File: src/rtl/fxalu_pkg.sv
// Package for the Q24.8 fixed-point arithmetic unit: opcodes, status codes,
// widths and the beat type that travels down the divider chain.
// Depends on nothing.
`default_nettype none
package fxalu_pkg;

    localparam int FRACTION_BITS = 8;
    localparam int W             = 32;
    localparam int NUM_W         = W + FRACTION_BITS;
    localparam int DIV_STEPS     = NUM_W;

    typedef enum logic [3:0] {
        OP_ADD = 4'd0, OP_SUB = 4'd1, OP_MUL = 4'd2, OP_DIV = 4'd3,
        OP_GT  = 4'd4, OP_LT  = 4'd5, OP_GE  = 4'd6, OP_LE  = 4'd7,
        OP_EQ  = 4'd8, OP_NE  = 4'd9, OP_INC = 4'd10, OP_DEC = 4'd11,
        OP_MIN = 4'd12, OP_MAX = 4'd13, OP_TOINT = 4'd14, OP_FROMINT = 4'd15
    } op_t;

    localparam logic [1:0] ST_OK   = 2'd0;
    localparam logic [1:0] ST_SAT  = 2'd1;
    localparam logic [1:0] ST_DIV0 = 2'd2;

    typedef struct packed {
        logic               valid;
        logic               is_div;
        logic               neg;
        logic               div0;
        logic [NUM_W-1:0]   num;
        logic [W-1:0]       den;
        logic [W:0]         rem;
        logic [NUM_W-1:0]   quo;
        logic [W-1:0]       result;
        logic               cmp;
        logic [1:0]         status;
    } beat_t;

endpackage
`default_nettype wire

File: src/rtl/fxalu_back.sv
// Back stage: rounds and saturates divider and multiplier results and holds
// the result beat. Depends on fxalu_pkg.
`default_nettype none
module fxalu_back (
    input  wire logic              aclk,
    input  wire logic              aresetn,
    input  wire logic              en,
    input  wire fxalu_pkg::beat_t  beat_in,
    input  wire logic              is_mul,
    input  wire logic [63:0]       prod,
    output logic                   valid,
    output logic [31:0]            result,
    output logic                   cmp,
    output logic [1:0]             status
);

    localparam int F  = fxalu_pkg::FRACTION_BITS;
    localparam int NW = fxalu_pkg::NUM_W;

    logic          valid_reg;
    logic [31:0]   result_reg;
    logic          cmp_reg;
    logic [1:0]    status_reg;
    logic [NW:0]   q;
    logic [63:0]   mq;
    logic [64:0]   mag;
    logic [32:0]   den1, rem2;
    logic [31:0]   r;
    logic [1:0]    st;

    always_comb begin
        den1 = {1'b0, beat_in.den};
        rem2 = {beat_in.rem[31:0], 1'b0};
        q    = {1'b0, beat_in.quo} + {{NW{1'b0}}, (rem2 >= den1)};
        mq   = (prod + (64'd1 << (F - 1))) >> F;
        mag  = is_mul ? {1'b0, mq} : 65'(q);
        r    = beat_in.result;
        st   = beat_in.status;
        if (beat_in.is_div && !beat_in.div0) begin
            if (mag > 65'h8000_0000 || (mag == 65'h8000_0000 && !beat_in.neg)) begin
                r  = beat_in.neg ? 32'h8000_0000 : 32'h7fff_ffff;
                st = fxalu_pkg::ST_SAT;
            end else begin
                r = beat_in.neg ? (32'd0 - mag[31:0]) : mag[31:0];
            end
        end
    end

    always_ff @(posedge aclk) begin
        if (!aresetn) begin
            valid_reg <= 1'b0;
        end else if (en) begin
            valid_reg  <= beat_in.valid;
            result_reg <= r;
            cmp_reg    <= beat_in.cmp;
            status_reg <= st;
        end
    end

    assign valid  = valid_reg;
    assign result = result_reg;
    assign cmp    = cmp_reg;
    assign status = status_reg;

endmodule
`default_nettype wire

File: config.mk
export PLATFORM = sky130hd
export DESIGN_NAME = fxalu_back
export DESIGN_NICKNAME = d
export VERILOG_FILES = /design/src/rtl/fxalu_pkg.sv /design/src/rtl/fxalu_back.sv
export SDC_FILE = /design/constraint.sdc
export NUM_CORES = 1
export LEC_CHECK = 0
export ABC_AREA = 1
export BUFFER_PORTS_ARGS = -buffer_cell sky130_fd_sc_hd__buf_4
export CAP_MARGIN = 20
export CORE_ASPECT_RATIO = 0.8
export CORE_UTILIZATION = 53
export CTS_BUF_LIST = sky130_fd_sc_hd__clkbuf_2
export CTS_CLUSTER_DIAMETER = 30
export CTS_CLUSTER_SIZE = 30
export DETAILED_ROUTE_END_ITERATION = 10
export GPL_TIMING_DRIVEN = 0
export PLACE_DENSITY_LB_ADDON = 0.05
export SLEW_MARGIN = 20
export SYNTH_ARGS = -nofsm -noshare
export SYNTH_HDL_FRONTEND = slang
export SYNTH_SLANG_ARGS = --single-unit
export TNS_END_PERCENT = 20
File: constraint.sdc
create_clock -name aclk -period 4.9 [get_ports aclk]
set_clock_uncertainty 0.05 [all_clocks]
set_input_delay 0.245 -clock aclk [delete_from_list [all_inputs] [get_ports aclk]]
set_output_delay 0.245 -clock aclk [all_outputs]
set_load 0.1 [all_outputs]
# Word level (Yosys, flattened, before mapping)
# Index checks and enable logic that the tools add are counted.
totals:
  input_bits: 252
  ff_bits: 36
classes:
  mux: 7
  n_reduce_logical: 6
  n_addsub: 3
  order_cmp: 2
  n_eq_ne: 1
ops:
  columns: ["cell", "n"]
  rows:
  - ["$mux 32", 4]
  - ["$add 64x8->64 const B", 1]
  - ["$eq 56x32->1 const B", 1]
  - ["$gt 56x32->1 const B", 1]
  - ["$mux 56", 1]
  - ["$add 40x1->41", 1]
  - ["$ge 33x32->1", 1]
  - ["$sub 1x32->32 const A", 1]
  - ["$mux 2", 2]
  - ["$logic_and 1x1->1", 2]
  - ["$logic_not 1->1", 2]
  - ["$reduce_and 2->1", 1]
  - ["$logic_or 1x1->1", 1]

# Depth between registers and ports, before layout
depth:
  word_depth: 8
  mapped_depth: 32

# Worst setup path before layout
# OpenSTA, ideal clock, no wires.
synth_timing:
  kind: "in2reg"
  from: "input beat_in[136] in the netlist's numbering"
  to: "register result_reg[12] (netlist: result[12]) (data pin)"
  path_slack_ns: 1.068
  stages: 32
  t_required_ns: 4.597
  t_arrival_ns: 3.528
  cell_sequence: "inv_1 ha_1 nand2_1 nor4_1 inv_1 nor4_1 nand2_1 o211ai_1 ha_1 ha_1 nand2_1 nor2_2 nand2_1 nor2_4 nand2_2 nand2_1 nand2_1 nand2_1 nand2_2 inv_2 nand2_1 nor2_1 inv_1 nor2_1 nand2_1 nand2_2 nand2_4 nand2_4 nand2_2 buf_6 nor2_1 nor2_1"
synth_between:
  elab_chain_len: 8
  elab_cells_between_ends: 11
  cone_classes: "2 x add/sub; 2 x order compare; 1 x eq/ne; 4 x mux; 2 x reduce/logical"
synth_rtl:
  columns: ["item", "line", "text"]
  rows:
  - ["start, declared", "fxalu_back.sv:8", "input wire fxalu_pkg::beat_t beat_in,"]
  - ["$ge 33x32->1 *", "fxalu_back.sv:34", "q = {1'b0, beat_in.quo} + {{NW{1'b0}}, (rem2 >= den1)};"]
  - ["$add 40x1->41 *", "fxalu_back.sv:34", null]
  - ["$mux 56 *", "fxalu_back.sv:36", "mag = is_mul ? {1'b0, mq} : 65'(q);"]
  - ["branches (longest 3 deep; another with $gt 56x32->1)", null, null]
  - ["$mux 32 *", "fxalu_back.sv:40", "if (mag > 65'h8000_0000 || (mag == 65'h8000_0000 && !beat_in.neg)) begin"]
  - ["$mux 32 *", "fxalu_back.sv:39", "if (beat_in.is_div && !beat_in.div0) begin"]
  - ["net r[12]", "fxalu_back.sv:28", "logic [31:0] r;"]
  - ["end signal, assigned", "fxalu_back.sv:54", "result_reg <= r;"]
  - ["end, declared", "fxalu_back.sv:21", "logic [31:0] result_reg;"]
# Mark *: on every way through the listed nets, which the timed path passes.
# A chain may end at the register's enable or synchronous reset.

# Final worst setup path
layout_timing:
  from: "input beat_in[104] in the netlist's numbering"
  to: "register result_reg[30] (netlist: result[30]) (data pin)"
# Same word-level chain as after synthesis.

==> run metrics <==
CP dominant cell by count=nand2_1; cell taking the most area after synthesis=nand2_1; total I/O pin count=~290; DRT Pass-1 Iters=7; Fin Hold WS=around 2.0 ps; crit path max fanout=10; Rows=40; post-synth net total=between 1500 and 2000; top cells by count, synth=622 x nand2_1, 267 x nor2_1, 197 x inv_1; pin count of the biggest net entering global routing=36; Congestion Overflow GR=0; Max stage delay on crit path=370 ps; Worst setup EP type=flop; Inserted Clock Buffers=5; first-pass GRT wire length=around 47 mm; Tot GR Track Use=0.3761; vias in the first global route=between 9000 and 10000; die area=~0.016 mm^2; Routed WL=~30 mm; Residual DRC=0; vias per cell=around 5.4; H-tree depth=2; Die W=141.0 um; antenna cells=0; Worst-path clk slew=approximately 220 ps; leakage power=around 5.4 nW; Final Cell Area=0.01042 mm^2; RSZ-0062 raised after global routing=no; Post-Synthesis Cells=1593; Post-DP Area=0.01024 mm^2; total core area=0.01506 mm^2; ANT nets after route=0; pre-CTS setup slack=-360.6 ps; Port Buffer Count=238; Arr. time, crit path=~4800 ps; Syn Area/Cell=a little over 5 um^2; CTS tree=yes; Synth Register Bits=36; nets=around 2100; Hold Path Stages=3; Root Driver=clkbuf_2; Area Growth Syn to Fin=27.18%; most frequent cell after synthesis=nand2_1; PD cells=around 130 mW/mm^2; Worst Hold Class=in -> reg; Yosys top cell area share=0.2851; max reg flops=32; maximum vdd ir drop=0.1981 mV; EDFF count, synth=35; Async S/R FF share, synth=0; latest clock arrival within the worst-skew pair=440 ps; final hold violation count=0; final setup margin=roughly 260 ps; reg2reg path depth=3; layout cells sized above 1=0.1749; unique cell type count in the Yosys netlist=41; status=finished, final reports clean; HPWL after DPL=26.15 mm; initial antenna violation count=0; CTS sink count=36; synth top area cells=nand2_1 29%, edfxtp_1 13%, nor2_1 12%, nand3_1 11%, inv_1 9.0%; CP required=a little over 5000 ps; Critical Path Start Type=input port; GPL Wtd Cong=between 1 and 1.5; R2R Setup Slk=about 3600 ps; fin crit period=roughly 4600 ps; Seq/Total Area, Yosys=0.1308; endpoints failing setup=0; fillcell total=1496; Slew Viols, Final=0; Slowest-stage cell, CP=o211ai_1; Fmax=~220 MHz; clock buffer depth=2; Worst Tran Pin Value=~750 ps; Crit Path Class=in -> reg; initial drt markers=1297; ys flop type=edfxtp_1; Yosys warnings=0; MaxCap Viol Count=0; synthesized area=0.008190 mm^2; max_slew headroom=0.4990; Vias=11170; Initial Utilization=0.5437; Routed WL per cell=approximately 15 um; Final Cycle Share=0.9476; die extent in y=about 110 um
-- routing by layer --
| layer | routed length (um) | part of all wire | global-route usage |
|---|---|---|---|
| met4 | 511 | 0.017 | 0.06522 |
| met5 | 0 | 0 | 0 |
| met1 | 13060 | 0.43 | 0.5409 |
| met2 | 12740 | 0.42 | 0.5818 |
| met3 | 4170 | 0.14 | 0.07787 |
-- stage by stage --
step,power [mW],setup TNS (ps),utilization,cells
floorplan,0.8636,0,-,1593
global route,1.463,0,0.6914,2057
global placement,1.148,-6017,0.6797,2041
finish,1.386,0,0.6914,2057
CTS,1.363,0,0.6862,2052
detailed placement,1.160,-10380,0.6797,2041
-- cell usage in the layout, fill, tap and decap left out, types with 2 or more instances in the layout --
cell / n
nor2_4: 15
nand3b_1: 10
buf_4: 240
nand3_1: 173
nor2_1: 265
a21oi_1: 24
a211oi_1: 2
ha_1: 35
xor2_1: 18
clkbuf_1: 11
buf_1: 6
clkbuf_2: 5
and2_1: 5
o21a_1: 2
nand2_2: 17
o21ai_1: 3
o21bai_1: 12
edfxtp_1: 35
buf_2: 5
inv_2: 5
nand2_4: 5
nor3_1: 11
nand2_1: 621
buf_6: 2
a21o_1: 2
or2_2: 2
xnor2_1: 5
nor4_1: 3
dlygate4sd3_1: 8
nor2_2: 18
o21ai_0: 26
inv_1: 196
nand4_1: 45
-- kinds of logic (layout without fill, tap and decap cells) --
kind of cell | after synthesis | in the layout | synth area share
AO/OA/AOI/OAI | 76 | 76 | 0.05423
XOR/XNOR | 23 | 23 | 0.02459
adder cells (fa/ha/maj) | 35 | 35 | 0.05347
buffers and inverters | 228 | 482 | 0.1080
flip-flops | 36 | 36 | 0.1308
AND/OR/NAND/NOR | 1195 | 1195 | 0.6289
-- what timing repair did --
item / CTS / global route
endpoints found under the setup margin: 0 / 34
hold buffers: 3 / 5
hold endpoints to repair: 2 / 5
resized for setup: 0 / 6
buffers inserted: 0 / 0
-- power by group --
part,switching [mW],internal (mW)
clock,0.122,0.0851
sequential,0.00610,0.365
combinational,0.534,0.274
total,0.662,0.724
-- cell type report --
class	instances	area, um^2	share of cell area
Sequential cell	36	1071	0.1028
Tap cell	210	262.8	0.02523
Clock buffer	5	25.02	0.002402
Clock inverter	3	42.54	0.004084
Multi-Input combinational cell	1329	6264	0.6013
Buffer	26	126.4	0.01213
Timing Repair Buffer	246	1867	0.1792
Inverter	202	758.2	0.07279
-- critical path: cells and delay by family --
kind / cells / cell delay, ps
AND/OR/NAND/NOR: 23 / 2880
buffers and inverters: 5 / 530
AO/OA/AOI/OAI: 1 / 370
adder cells (fa/ha/maj): 3 / 770
-- final timing paths --
path	startpoint	end
worst min register to register	valid	valid
worst max-delay path	beat_in[104]	result[30]
worst max register to register	valid	valid
worst min-delay path	beat_in[4]	result[1]
(Power assumes the default switching activity.)
