<file path="src/rtl/fxalu_pkg.sv">
// Package for the Q24.8 fixed-point arithmetic unit: opcodes, status codes,
// widths and the beat type that travels down the divider chain.
// Depends on nothing.
`default_nettype none
package fxalu_pkg;

    localparam int FRACTION_BITS = 8;
    localparam int W             = 32;
    localparam int NUM_W         = W + FRACTION_BITS;
    localparam int DIV_STEPS     = NUM_W;

    typedef enum logic [3:0] {
        OP_ADD = 4'd0, OP_SUB = 4'd1, OP_MUL = 4'd2, OP_DIV = 4'd3,
        OP_GT  = 4'd4, OP_LT  = 4'd5, OP_GE  = 4'd6, OP_LE  = 4'd7,
        OP_EQ  = 4'd8, OP_NE  = 4'd9, OP_INC = 4'd10, OP_DEC = 4'd11,
        OP_MIN = 4'd12, OP_MAX = 4'd13, OP_TOINT = 4'd14, OP_FROMINT = 4'd15
    } op_t;

    localparam logic [1:0] ST_OK   = 2'd0;
    localparam logic [1:0] ST_SAT  = 2'd1;
    localparam logic [1:0] ST_DIV0 = 2'd2;

    typedef struct packed {
        logic               valid;
        logic               is_div;
        logic               neg;
        logic               div0;
        logic [NUM_W-1:0]   num;
        logic [W-1:0]       den;
        logic [W:0]         rem;
        logic [NUM_W-1:0]   quo;
        logic [W-1:0]       result;
        logic               cmp;
        logic [1:0]         status;
    } beat_t;

endpackage
`default_nettype wire

</file>
<file path="src/rtl/fxalu_cell.sv">
// One restoring-division cell: takes one quotient bit per cycle while en
// is high and passes the beat on. Depends on fxalu_pkg.
`default_nettype none
module fxalu_cell (
    input  wire logic             aclk,
    input  wire logic             aresetn,
    input  wire logic             en,
    input  wire fxalu_pkg::beat_t beat_in,
    output fxalu_pkg::beat_t      beat_out
);

    fxalu_pkg::beat_t beat_reg;
    fxalu_pkg::beat_t beat_next;
    logic [fxalu_pkg::W+1:0] trial;
    logic [fxalu_pkg::W:0]   shifted;

    always_comb begin
        beat_next = beat_in;
        shifted   = {beat_in.rem[fxalu_pkg::W-1:0], beat_in.num[fxalu_pkg::NUM_W-1]};
        trial     = {1'b0, shifted} - {2'b00, beat_in.den};
        beat_next.num = {beat_in.num[fxalu_pkg::NUM_W-2:0], 1'b0};
        if (!trial[fxalu_pkg::W+1]) begin
            beat_next.rem = trial[fxalu_pkg::W:0];
            beat_next.quo = {beat_in.quo[fxalu_pkg::NUM_W-2:0], 1'b1};
        end else begin
            beat_next.rem = shifted;
            beat_next.quo = {beat_in.quo[fxalu_pkg::NUM_W-2:0], 1'b0};
        end
    end

    always_ff @(posedge aclk) begin
        if (!aresetn) begin
            beat_reg.valid <= 1'b0;
        end else if (en) begin
            beat_reg <= beat_next;
        end
    end

    assign beat_out = beat_reg;

endmodule
`default_nettype wire

</file>
<file path="config.mk">
export PLATFORM = sky130hd
export DESIGN_NAME = fxalu_cell
export DESIGN_NICKNAME = d
export VERILOG_FILES = /design/src/rtl/fxalu_pkg.sv /design/src/rtl/fxalu_cell.sv
export SDC_FILE = /design/constraint.sdc
export NUM_CORES = 1
export LEC_CHECK = 0
export BUFFER_PORTS_ARGS = -buffer_cell sky130_fd_sc_hd__clkbuf_2
export CAP_MARGIN = 30
export CORE_AREA = 3 3 141 143
export DETAILED_ROUTE_END_ITERATION = 8
export DIE_AREA = 0 0 144 146
export GPL_TIMING_DRIVEN = 0
export PLACE_DENSITY = 0.69
export RECOVER_POWER = 100
export SYNTH_ARGS = -nofsm -noshare
export SYNTH_HDL_FRONTEND = slang
export SYNTH_SLANG_ARGS = --single-unit
</file>
<file path="constraint.sdc">
create_clock -name aclk -period 6.3 [get_ports aclk]
set_input_delay 0.63 -clock aclk [delete_from_list [all_inputs] [get_ports aclk]]
set_output_delay 0.63 -clock aclk [all_outputs]
set_load 0.02 [all_outputs]
</file>
**After elaboration in Yosys (flattened, before gate mapping)**

Cells that the tools add are included.

- RAM bits: 0
- ROM bits: 0
- Word-level logic and storage cells: 14
- Flip-flop bits (word level): 183
- Latch bits: 0
- Memories kept: 0

- Reductions and logical operators: 1
- $mul: 0
- Shifts and indexed selects: 0
- Magnitude comparators: 0
- Add/subtract/negate cells: 1
- Muxes and demuxes: 1
- Equality and inequality tests: 0
- Divide/modulo/power cells: 0
- Bitwise operators: 0

Operators with widths:

| operator | count |
|---|---|
| 73-bit two-way mux | 1 |
| 33-bit by 32-bit subtractor with 34-bit output | 1 |
| 2-bit AND reduction | 1 |

**Depth between registers and ports, before layout**

Gate-level depths: netlist of the first run.

- Word-level depth: 2
- Depth in mapped cells: 13

**Least setup slack after synthesis of the first run**

OpenSTA, ideal clock, no wires.

- Path type: in2reg
- From: in en
- To: reg beat_reg (netlist bit beat_out[0]), enable pin
- Arrival time: 4.766 ns
- Data required time: 5.737 ns
- Slack: 0.970 ns
- Library setup time: 0.563 ns
- Stages on the path: 1
- Path through: and2_1

- Longest elaborated chain between the ends: 1

Ends and longest elaborated chain:

| element | line | RTL |
|---|---|---|
| from (decl) | fxalu_cell.sv:7 | `input wire logic en,` |
| 2-bit AND reduction (no source line) | - |  |
| to (signal assigned) | fxalu_cell.sv:35 | `beat_reg <= beat_next;` |
| to (decl) | fxalu_cell.sv:12 | `fxalu_pkg::beat_t beat_reg;` |

No other way between the ends.
A chain may end at the register's enable or synchronous reset.

==> results of run 1 <==
==> logic make-up (layout without fill, tap and decap cells) <==
group	Yosys count	after routing
other cells	1	1
compound gates	105	105
mux	33	33
buf+inv	58	459
simple gates	67	67
fa+ha+maj	33	33
flops	183	183
xor+xnor	29	29
==> metrics by stage <==
step / hold WS, ns / setup WS, ns / util [%]
final: 0.378 / 1.97 / 55.0
after global routing: 0.355 / 1.56 / 55.0
after CTS: 0.358 / 3.01 / 57.3
after detailed placement: 0.565 / 2.58 / 54.2
after global placement: 0.497 / -0.861 / 53.9
after floorplan: 0.589 / 0.970 / -
==> final cells by class <==
| type | instances | area [µm²] |
|---|---|---|
| fill | 1683 | 8410 |
| sequential | 183 | 5490 |
| multi-input combinational | 268 | 2110 |
| timing repair buffer | 369 | 1610 |
| clock buffer | 17 | 425 |
| tap | 234 | 293 |
| inverter | 43 | 161 |
| clock inverter | 15 | 154 |
| buffer | 15 | 61.3 |
==> path summary, 6_finish.rpt <==
kind / start / to / slack (ns) / depth (start not counted)
max: beat_in[116] / beat_out[100] / 1.97 / 12
min: beat_in[61] / beat_out[62] / 0.38 / 1
max reg2reg: beat_out[183] / beat_out[183] / 5.67 / 2
min reg2reg: beat_out[183] / beat_out[183] / 0.57 / 2
==> power by group <==
group / total (µW) / switching [µW] / leakage, µW / internal [µW]
clock network: 1040 / 509 / 0.000278 / 530
logic: 534 / 345 / 0.00215 / 189
registers: 1470 / 23.0 / 0.00172 / 1450
total: 3050 / 877 / 0.00414 / 2170
==> cell usage after synthesis, types with 2 or more instances <==
master	count
o21bai_1	3
nor3_1	2
clkbuf_1	10
a21boi_0	5
buf_6	3
nor2b_1	2
a211o_1	2
o31ai_1	2
a211oi_1	2
and4_1	2
and3_1	6
mux2_4	27
ha_1	32
o21a_1	3
xor2_1	10
nor2_1	18
o211ai_1	2
o211a_1	2
o21ai_0	18
inv_1	42
nand2_1	12
a31oi_1	4
nand3_1	8
a21o_1	21
and2_1	3
or2_2	2
xnor2_1	19
nand4_1	6
edfxtp_1	182
a21oi_1	25
mux2i_1	3
mux2_2	2
nand2b_1	2
nor3b_1	2
==> worst reg2reg max path: cells and delay by family (launching register included) <==
kind,cells,cell delay (ns)
mux,1,0.14
flops,1,0.32
simple gates,1,0.07
==> layer usage <==
metal,GRT usage [%],vias to the layer above,share of wire [%]
met2,35.0,256,49
met1,22.5,2615,36
met4,8.00,0,3.5
li1,-,2710,-
met3,9.33,42,12
met5,0,-,0
==> key figures, run 1 <==
Status
  • Status: finished, violations left
  • Violated checks: max-capacitance violations, max-slew violations

Run
  • Max Cap Viol: 1

STA
  • Final Hold Viols: 0
  • Slew Viols, Final: 50
  • Worst-Margin Slew: 2.87 ns
  • Crit share post-route: 68.8%
  • Tmin final: 4.33 ns
  • Slew HR: -91.5%
  • RSZ-0062 raised after global routing: false
  • F_max: 0.231 GHz
  • Setup violators final: 0
  • Final setup TNS: 0 ns
  • Clk_skew: 0 ns

Route
  • Number of DRC markers in iteration 0: 276
  • 1st-pass router iterations: 4
  • Routed WL: 22,700 µm
  • Vias: 5,623
  • Residual DRC: 0
  • Routed Antenna Nets: 0
  • Routed length per instance: 19.8 µm
  • Via density: 4.92

Floorplanning
  • Chip height: 146 µm
  • Die width: 144 µm
  • Effective utilization at floorplan: 42.5%
  • Site row count: 50
  • I/O pin cnt: 371
  • Die ar.: 21,000 µm²
  • Core area: 18,700 µm²

Min path
  • Min-Delay Path Class: primary input to flip-flop

Worst setup path
  • CP Cell Sequence: clkbuf_1 > inv_1 > ha_1 > and3_1 > a211oi_1 > a21oi_1 > a21o_1 > a41o_1 > o31ai_1 > clkinv_1 > clkbuf_1 > mux2_1
  • CP required: 6.45 ns
  • WS Path Type: primary input to flip-flop
  • Worst-path maximum fanout: 10
  • Slowest-stage cell, CP: o31ai_1
  • CP startpoint kind: primary input
  • CP arrival: 4.48 ns
  • Endpoint type of the worst setup path: flip-flop
  • WP buf/inv: 4
  • Most frequent CP cell: clkbuf_1
  • Top delay family on crit path: compound AO/OA/AOI/OAI gates
  • Max incr delay on CP: 0.71 ns

Synth
  • Main combinational cell family by area after synthesis: compound AO/OA/AOI/OAI gates
  • Post-synthesis xor/xnor area fraction: 3.20%
  • Synthesized cell area: 7950 µm²
  • Seq/Total Area, Yosys: 69.0%
  • Post-Syn Nets: 729
  • Post-synth top area share: 68.8%
  • Ranking of synthesized cells by area: edfxtp_1 69%, mux2_4 5.1%, ha_1 5.0%
  • Adder-Cell Fraction of Synth Area: 5.29%
  • Post-Syn Area per Cell: 15.6 µm²
  • Post-synthesis mux area share: 5.90%
  • EDFF count, synth: 182
  • Synth warnings: 0
  • Cell count after synthesis: 509
  • Synth Area in Simple Gates: 4.30%
  • Async set or reset register ratio after synthesis: 0%
  • Flops & latches, synth: 183
  • Synth Flop Type: edfxtp_1
  • Synth area leader: edfxtp_1
  • Complex-gate fraction of the synthesized area: 9.15%
  • Netlist cell types: 59

Clock tree
  • CTS Buf Count: 17
  • Clk sink count: 183
  • # hold bufs at CTS: 0
  • CTS H-tree lvls: 4
  • Clock transition at the registers of the reported paths: 0.08 ns
  • CTS tree: done
  • Clk buf depth: 2
  • Post-CTS Setup Inserts: 0
  • Resize count post-CTS: 0
  • Worst-Skew Late Latency: 0.41 ns
  • Root buffer cell: clkbuf_16

Final layout
  • Largest register FFs: 183
  • Post-route cell area: 10,300 µm²
  • N_diodes: 0
  • Share of cells above drive strength 1: 22.1%
  • Final net count: 1,117
  • Most frequent cells in the layout: 224 x clkbuf_1, 182 x edfxtp_1, 157 x clkbuf_2
  • Most common cell after layout, fill and taps aside: clkbuf_1
  • Area growth syn-to-layout: 29.5%
  • Post-Layout Cell Count: 1,144

Place
  • # port buffers: 367
  • Placed insts: 1,112
  • Post-DP Area: 10,100 µm²
  • Detailed Place HPWL: 18,100 µm
  • RD Place Congestion: 0.898

Pwr
  • Cell Pwr Density: 296 nW/µm²
  • Worst vdd ir: 0.191 mV
  • Tot Pwr: 3050 µW
  • Leakage: 0.00414 µW

Global routing
  • Largest net degree at the start of global routing: 70
  • Tot GR Track Use: 20.7%
  • Antenna violations before repair: 0
  • GR Overflow Total: 0
  • First-pass GRT wire length: 32,600 µm
  • Vias in the first global route: 5,701
Note: power is estimated with default switching activity, not from simulation.
==> inputs of run 2 (changes only) <==
- clock period: 6.3 -> 4.1 ns (I/O delays scaled with it)
==> run 2 against run 1 <==
- the flow still finishes with violations (max-capacitance violations, max-slew violations)
- sequential cell count did not move
- clock skew unchanged
- critical path depth up 1
- global-route usage grew 0.29 points
- core utilization is 0.19 points higher
- first-iteration DRC count shrank 2.9%
- highest routed layer is now met5
==> key figures, run 2 (synthesized netlist as in run 1, its figures left out) <==
Worst setup path
  • CP Cell Sequence: clkbuf_1 > inv_1 > ha_1 > nor2b_1 > o31a_1 > o2111ai_1 > a21oi_1 > a21o_1 > a41o_1 > o31ai_4 > inv_1 > clkbuf_1 > mux2_1
  • CP required: 4.28 ns (-2.17 ns)
  • CP startpoint kind: primary input
  • Worst-path maximum fanout: 10 (unchanged)
  • WP buf/inv: 4 (unchanged)
  • WS Path Type: primary input to flip-flop
  • Top delay family on crit path: compound AO/OA/AOI/OAI gates
  • Endpoint type of the worst setup path: flip-flop
  • Slowest-stage cell, CP: mux2_1
  • CP arrival: 3.57 ns (-0.91 ns)
  • Max incr delay on CP: 0.41 ns (-0.30 ns)

Route
  • Residual DRC: 0 (unchanged)
  • Vias: 5,712 (+1.6%)
  • Routed length per instance: 19.9 µm (+0.26%)
  • 1st-pass router iterations: 5 (+1)
  • Number of DRC markers in iteration 0: 268 (-2.9%)
  • Routed WL: 22,700 µm (+0.18%)
  • Via density: 5.00 (+1.7%)
  • Routed Antenna Nets: 0 (unchanged)

Global routing
  • Vias in the first global route: 5,778 (+1.4%)
  • GR Overflow Total: 0 (unchanged)
  • Antenna violations before repair: 2 (+2)
  • Tot GR Track Use: 21.0% (+0.29 points)
  • First-pass GRT wire length: 33,000 µm (+1.2%)
  • Largest net degree at the start of global routing: 73 (+4.3%)

STA
  • Final Hold Viols: 0 (unchanged)
  • Clk_skew: 0 ns (unchanged)
  • Worst-Margin Slew: 3.18 ns (+0.308 ns)
  • Slew Viols, Final: 69 (+38%)
  • Tmin final: 3.39 ns
  • Slew HR: -112% (-21 points)
  • Setup violators final: 0 (unchanged)
  • F_max: 0.295 GHz
  • RSZ-0062 raised after global routing: false
  • Crit share post-route: 82.7%

Floorplanning
  • I/O pin cnt: 371 (unchanged)
  • Die ar.: 21,000 µm² (unchanged)
  • Die width: 144 µm (unchanged)
  • Core area: 18,700 µm² (unchanged)
  • Site row count: 50 (unchanged)
  • Effective utilization at floorplan: 42.5% (unchanged)
  • Chip height: 146 µm (unchanged)

Final layout
  • Post-route cell area: 10,300 µm² (+0.35%)
  • Largest register FFs: 183 (unchanged)
  • Post-Layout Cell Count: 1,143 (-0.087%)
  • N_diodes: 0 (unchanged)
  • Most frequent cells in the layout: 228 x clkbuf_1, 182 x edfxtp_1, 150 x clkbuf_2
  • Area growth syn-to-layout: 30.0%
  • Final net count: 1,117 (unchanged)
  • Share of cells above drive strength 1: 21.7% (-0.42 points)
  • Most common cell after layout, fill and taps aside: clkbuf_1
  • Final Util: 55.2% (+0.19 points)

Clock tree
  • Resize count post-CTS: 0 (unchanged)
  • Root buffer cell: clkbuf_16
  • Worst-Skew Late Latency: 0.42 ns (about the same)
  • CTS H-tree lvls: 4 (unchanged)
  • Clk buf depth: 2 (unchanged)
  • Post-CTS Setup Inserts: 0 (unchanged)
  • CTS tree: done
  • CTS Buf Count: 17 (unchanged)
  • # hold bufs at CTS: 0 (unchanged)
  • Clk sink count: 183 (unchanged)
  • Clock transition at the registers of the reported paths: 0.08 ns (about the same)

Place
  • Placed insts: 1,112 (unchanged)
  • Post-DP Area: 10,100 µm² (about the same)
  • Detailed Place HPWL: 18,000 µm (-0.43%)
  • # port buffers: 367 (unchanged)
  • RD Place Congestion: 0.855 (-4.8%)

Status
  • Violated checks: max-capacitance violations, max-slew violations
  • Status: finished, violations left

Run
  • Max Cap Viol: 1 (unchanged)

Pwr
  • Worst vdd ir: 0.258 mV (+35%)
  • Cell Pwr Density: 457 nW/µm² (+54%)
  • Leakage: 0.00415 µW (+0.20%)

Min path
  • Min-Delay Path Class: primary input to flip-flop
[run 2: changes by cell type in the layout (fill, tap and decap cells not counted), sizes merged]
cell / before / now
clkinvlp: 2 / 0
clkbuf: 398 / 395
inv: 49 / 50
buf: 3 / 6
[run 2: final timing paths]
check | start | end | slack, ns | depth (start not counted)
max | beat_in[109] | beat_out[93] | 0.71 | 13
min reg2reg | beat_out[183] | beat_out[183] | 0.54 | 2
max reg2reg | beat_out[183] | beat_out[183] | 3.50 | 2
min | beat_in[66] | beat_out[67] | 0.15 | 1
[run 2: final cells by class]
cell class	instances	area, µm²
timing repair buffer	369	1610
multi-input combinational	268	2120
fill	1676	8380
buffer	15	76.3
inverter	43	161
sequential	183	5490
clock buffer	17	425
clock inverter	14	158
tap	234	293
[run 2: metrics by stage]
step	total power, µW	setup WS, ns	hold slack, ns	setup TNS [ns]
2_1_floorplan	2900	0.999	0.509	0
6_report	4710	0.710	0.149	0
4_1_cts	4870	1.02	0.131	0
3_5_place_dp	3240	0.566	0.514	0
5_1_grt	4920	0.494	0.120	0
3_3_place_gp	3220	-0.0426	0.497	-4.83
[run 2: worst register-to-register path, delay by kind of cell (launching register included)]
family / cells / cell delay [ns]
flops: 1 / 0.32
mux: 1 / 0.13
simple gates: 1 / 0.06
[run 2: power breakdown]
part           switching (µW)  total [µW]  internal [µW]
clock network             804        1620            817
registers                35.9        2270           2230
logic                     531         827            296
[run 2: routing by layer]
layer  vias up  share of wire, %  track usage (%)
li1       2698                 -                -
met1      2690                38             23.4
met2       275                50             36.0
met3        45               9.4             7.76
met4         4               3.4             8.33
met5         -              0.11                0
==> inputs of run 3 (changes only) <==
- ABC_AREA: not set -> 1
- CORE_AREA: 3 3 141 143 -> not set
- CORE_MARGIN: not set -> 3
- CORE_UTILIZATION: not set -> 44
- DIE_AREA: 0 0 144 146 -> not set
- PLACE_DENSITY: 0.69 -> 0.73
- clock period: 4.1 -> 3.1 ns (I/O delays scaled with it)
==> run 3 against run 2 <==
- sequential cell count stayed put
- clock skew stayed put
- combinational power grew 45%
- via count up 26%
- area after synthesis is 10% higher
- sequential power is 32% higher
- sequential share of layout area shrank 4.7 points
- first-iteration DRC count up 84%
- the run now ends clean
- final cell count is 33% higher
- total power grew 36%
- global-route usage is 4.2 points higher
==> key figures, run 3 <==
Synth
  • Seq/Total Area, Yosys: 62.7% (-6.3 points)
  • Netlist cell types: 33 (-44%)
  • Leading cell type by number of instances after synthesis: nand2_1
  • Synth area leader: edfxtp_1
  • Synth Area in Simple Gates: 21.8% (+17 points)
  • Flops & latches, synth: 183 (unchanged)
  • Synth warnings: 0 (unchanged)
  • EDFF count, synth: 182 (unchanged)
  • Ranking of synthesized cells by area: edfxtp_1 62%, nand2_1 12%, inv_1 6.5%
  • Post-Syn Area per Cell: 10.3 µm² (-34%)
  • Post-synth top area share: 62.5% (-6.3 points)
  • Complex-gate fraction of the synthesized area: 1.62% (-7.5 points)
  • Top post-synthesis cells by count: 280 x nand2_1, 182 x edfxtp_1, 152 x inv_1
  • Adder-Cell Fraction of Synth Area: 4.80% (-0.49 points)
  • Cell count after synthesis: 853 (+68%)
  • Post-Syn Nets: 1,073 (+47%)
  • Post-synthesis xor/xnor area fraction: 1.50% (-1.7 points)
  • Synth Flop Type: edfxtp_1
  • Post-synthesis mux area share: 0% (-5.9 points)
  • Main combinational cell family by area after synthesis: simple AND/OR/NAND/NOR gates
  • Async set or reset register ratio after synthesis: 0% (unchanged)
  • Synthesized cell area: 8750 µm² (+10%)

Worst setup path
  • CP Cell Sequence: clkbuf_1 > inv_1 > ha_1 > nand2_1 > inv_1 > nand2_1 > nand3_1 > a21oi_1 > nor2_2 > nor2_1 > nand2_8 > buf_12 > nand3_2 > nand2_1
  • Most frequent CP cell: nand2_1
  • CP startpoint kind: primary input
  • Slowest-stage cell, CP: nor2_1
  • Worst-path maximum fanout: 10 (unchanged)
  • Max incr delay on CP: 0.51 ns (+0.10 ns)
  • Top delay family on crit path: simple AND/OR/NAND/NOR gates
  • Endpoint type of the worst setup path: flip-flop
  • CP required: 3.29 ns (-0.99 ns)
  • CP arrival: 2.71 ns (-0.86 ns)
  • WS Path Type: primary input to flip-flop
  • WP buf/inv: 4 (unchanged)
  • Crit path from: beat_in[127]
  • Worst reg2reg startpoint: beat_out[183]

Floorplanning
  • Core area: 19,100 µm² (+2.3%)
  • Chip height: 147 µm (+0.70%)
  • Die ar.: 21,600 µm² (+2.8%)
  • Die width: 147 µm (+2.1%)
  • I/O pin cnt: 371 (unchanged)
  • Effective utilization at floorplan: 45.7% (+3.2 points)
  • Site row count: 50 (unchanged)

Min path
  • HP Start: beat_in[145]
  • Min-Delay Path Class: primary input to flip-flop

STA
  • RSZ-0062 raised after global routing: false
  • Worst-Margin Slew: 1.33 ns (-1.85 ns)
  • Tmin final: 2.52 ns
  • Setup ws final: 0.584 ns (-0.127 ns)
  • Clk_skew: 0 ns (unchanged)
  • Slew Viols, Final: 0 (-100%)
  • Slew HR: 10.8% (+120 points)
  • F_max: 0.397 GHz
  • Final Hold Viols: 0 (unchanged)
  • Crit share post-route: 81.2%
  • Setup violators final: 0 (unchanged)

Final layout
  • Most common cell after layout, fill and taps aside: nand2_1
  • Most frequent cells in the layout: 279 x nand2_1, 207 x clkbuf_1, 182 x edfxtp_1
  • Area growth syn-to-layout: 29.4%
  • N_diodes: 0 (unchanged)
  • Largest register FFs: 183 (unchanged)
  • Final net count: 1,463 (+31%)
  • Share of cells above drive strength 1: 18.1% (-3.6 points)
  • Fill count: 1,828 (+9.1%)

Route
  • Routed Antenna Nets: 0 (unchanged)
  • Residual DRC: 0 (unchanged)
  • Number of DRC markers in iteration 0: 493 (+84%)
  • Via density: 4.74 (-5.2%)
  • Routed length per instance: 18.3 µm (-8.1%)
  • 1st-pass router iterations: 7 (+2)
  • Vias: 7,179 (+26%)
  • Routed WL: 27,700 µm (+22%)

Global routing
  • Antenna violations before repair: 3 (+1)
  • First-pass GRT wire length: 40,900 µm (+24%)
  • Tot GR Track Use: 25.2% (+4.2 points)
  • GR Overflow Total: 0 (unchanged)
  • Vias in the first global route: 7,092 (+23%)
  • Largest net degree at the start of global routing: 45 (-38%)

Run
  • Max Cap Viol: 0 (-1)

Clock tree
  • CTS Buf Count: 17 (unchanged)
  • Clock transition at the registers of the reported paths: 0.08 ns (about the same)
  • CTS tree: done
  • Root buffer cell: clkbuf_16
  • Post-CTS Setup Inserts: 0 (unchanged)
  • Clk sink count: 183 (unchanged)
  • Clk buf depth: 2 (unchanged)
  • Resize count post-CTS: 0 (unchanged)
  • # hold bufs at CTS: 0 (unchanged)
  • CTS H-tree lvls: 4 (unchanged)
  • Worst-Skew Late Latency: 0.43 ns (about the same)

Place
  • RD Place Congestion: 0.909 (+6.3%)
  • # port buffers: 367 (unchanged)
  • Detailed Place HPWL: 22,600 µm (+25%)
  • Worst slack, placed: 0.556 ns (-0.00973 ns)

Pwr
  • Cell Pwr Density: 568 nW/µm² (+24%)
  • Leakage: 0.00520 µW (+25%)
  • Tot Pwr: 6430 µW (+36%)
  • Worst vdd ir: 0.380 mV (+47%)

Status
  • Status: finished, final reports clean
[run 3: kinds of logic (layout without fill, tap and decap cells)]
logic type,Yosys count,in the layout
other,1,1
and+or+nand+nor,431,431
AOI/OAI and AO/OA,26,26
buffers and inverters,164,567
DFF,183,183
xor gates and xnor gates,15,15
adders and majority gates,33,33
[run 3: per-layer routing]
metal	wire length (µm)	global-route usage, %	up-vias	part of all wire (%)
li1	-	-	3554	-
met1	10900	29.5	3324	39
met2	14100	44.5	247	51
met3	1940	7.34	48	7.0
met4	786	8.25	6	2.8
met5	41	0	-	0.15
[run 3: worst register-to-register path, stage by stage, from the launching register on]
cell     delay, ns
dfxtp_1       0.31
o21ai_0       0.16
a21oi_1       0.05
[run 3: where the power goes]
| group | internal [µW] | switching, µW | leakage (µW) | total (µW) |
|---|---|---|---|---|
| sequential | 2940 | 46.2 | 0.00171 | 2990 |
| combinational | 371 | 830 | 0.00319 | 1200 |
| clock | 1170 | 1070 | 0.000295 | 2240 |
| total | 4480 | 1950 | 0.00520 | 6430 |
[run 3: area by class of cell]
cell class | count | area (µm²) | area share, %
Buffer | 10 | 86.3 | 0.763
Multi-Input combinational cell | 506 | 2570 | 22.7
Clock buffer | 18 | 429 | 3.79
Tap cell | 260 | 325 | 2.87
Inverter | 154 | 579 | 5.12
Sequential cell | 183 | 5490 | 48.5
Timing Repair Buffer | 371 | 1660 | 14.7
Clock inverter | 14 | 183 | 1.61
[run 3: through the flow]
stage               hold WS, ns  utilization (%)  setup TNS (ns)  instances  area (µm²)
finish                   0.0393             59.1               0       1516       11300
floorplan                 0.403                -          -61.98        853        8770
global route             0.0158             59.1               0       1516       11300
CTS                      0.0276             60.7               0       1516       11600
global placement          0.487             57.1         -303.08       1480       10900
detailed placement        0.489             57.5               0       1484       11000
[run 3: worst paths after layout]
path	endpoint	slack [ns]	cells after the start
min reg2reg	beat_out[183]	0.55	2
min	beat_out[146]	0.04	1
max	beat_out[95]	0.58	14
max reg2reg	beat_out[183]	2.46	2
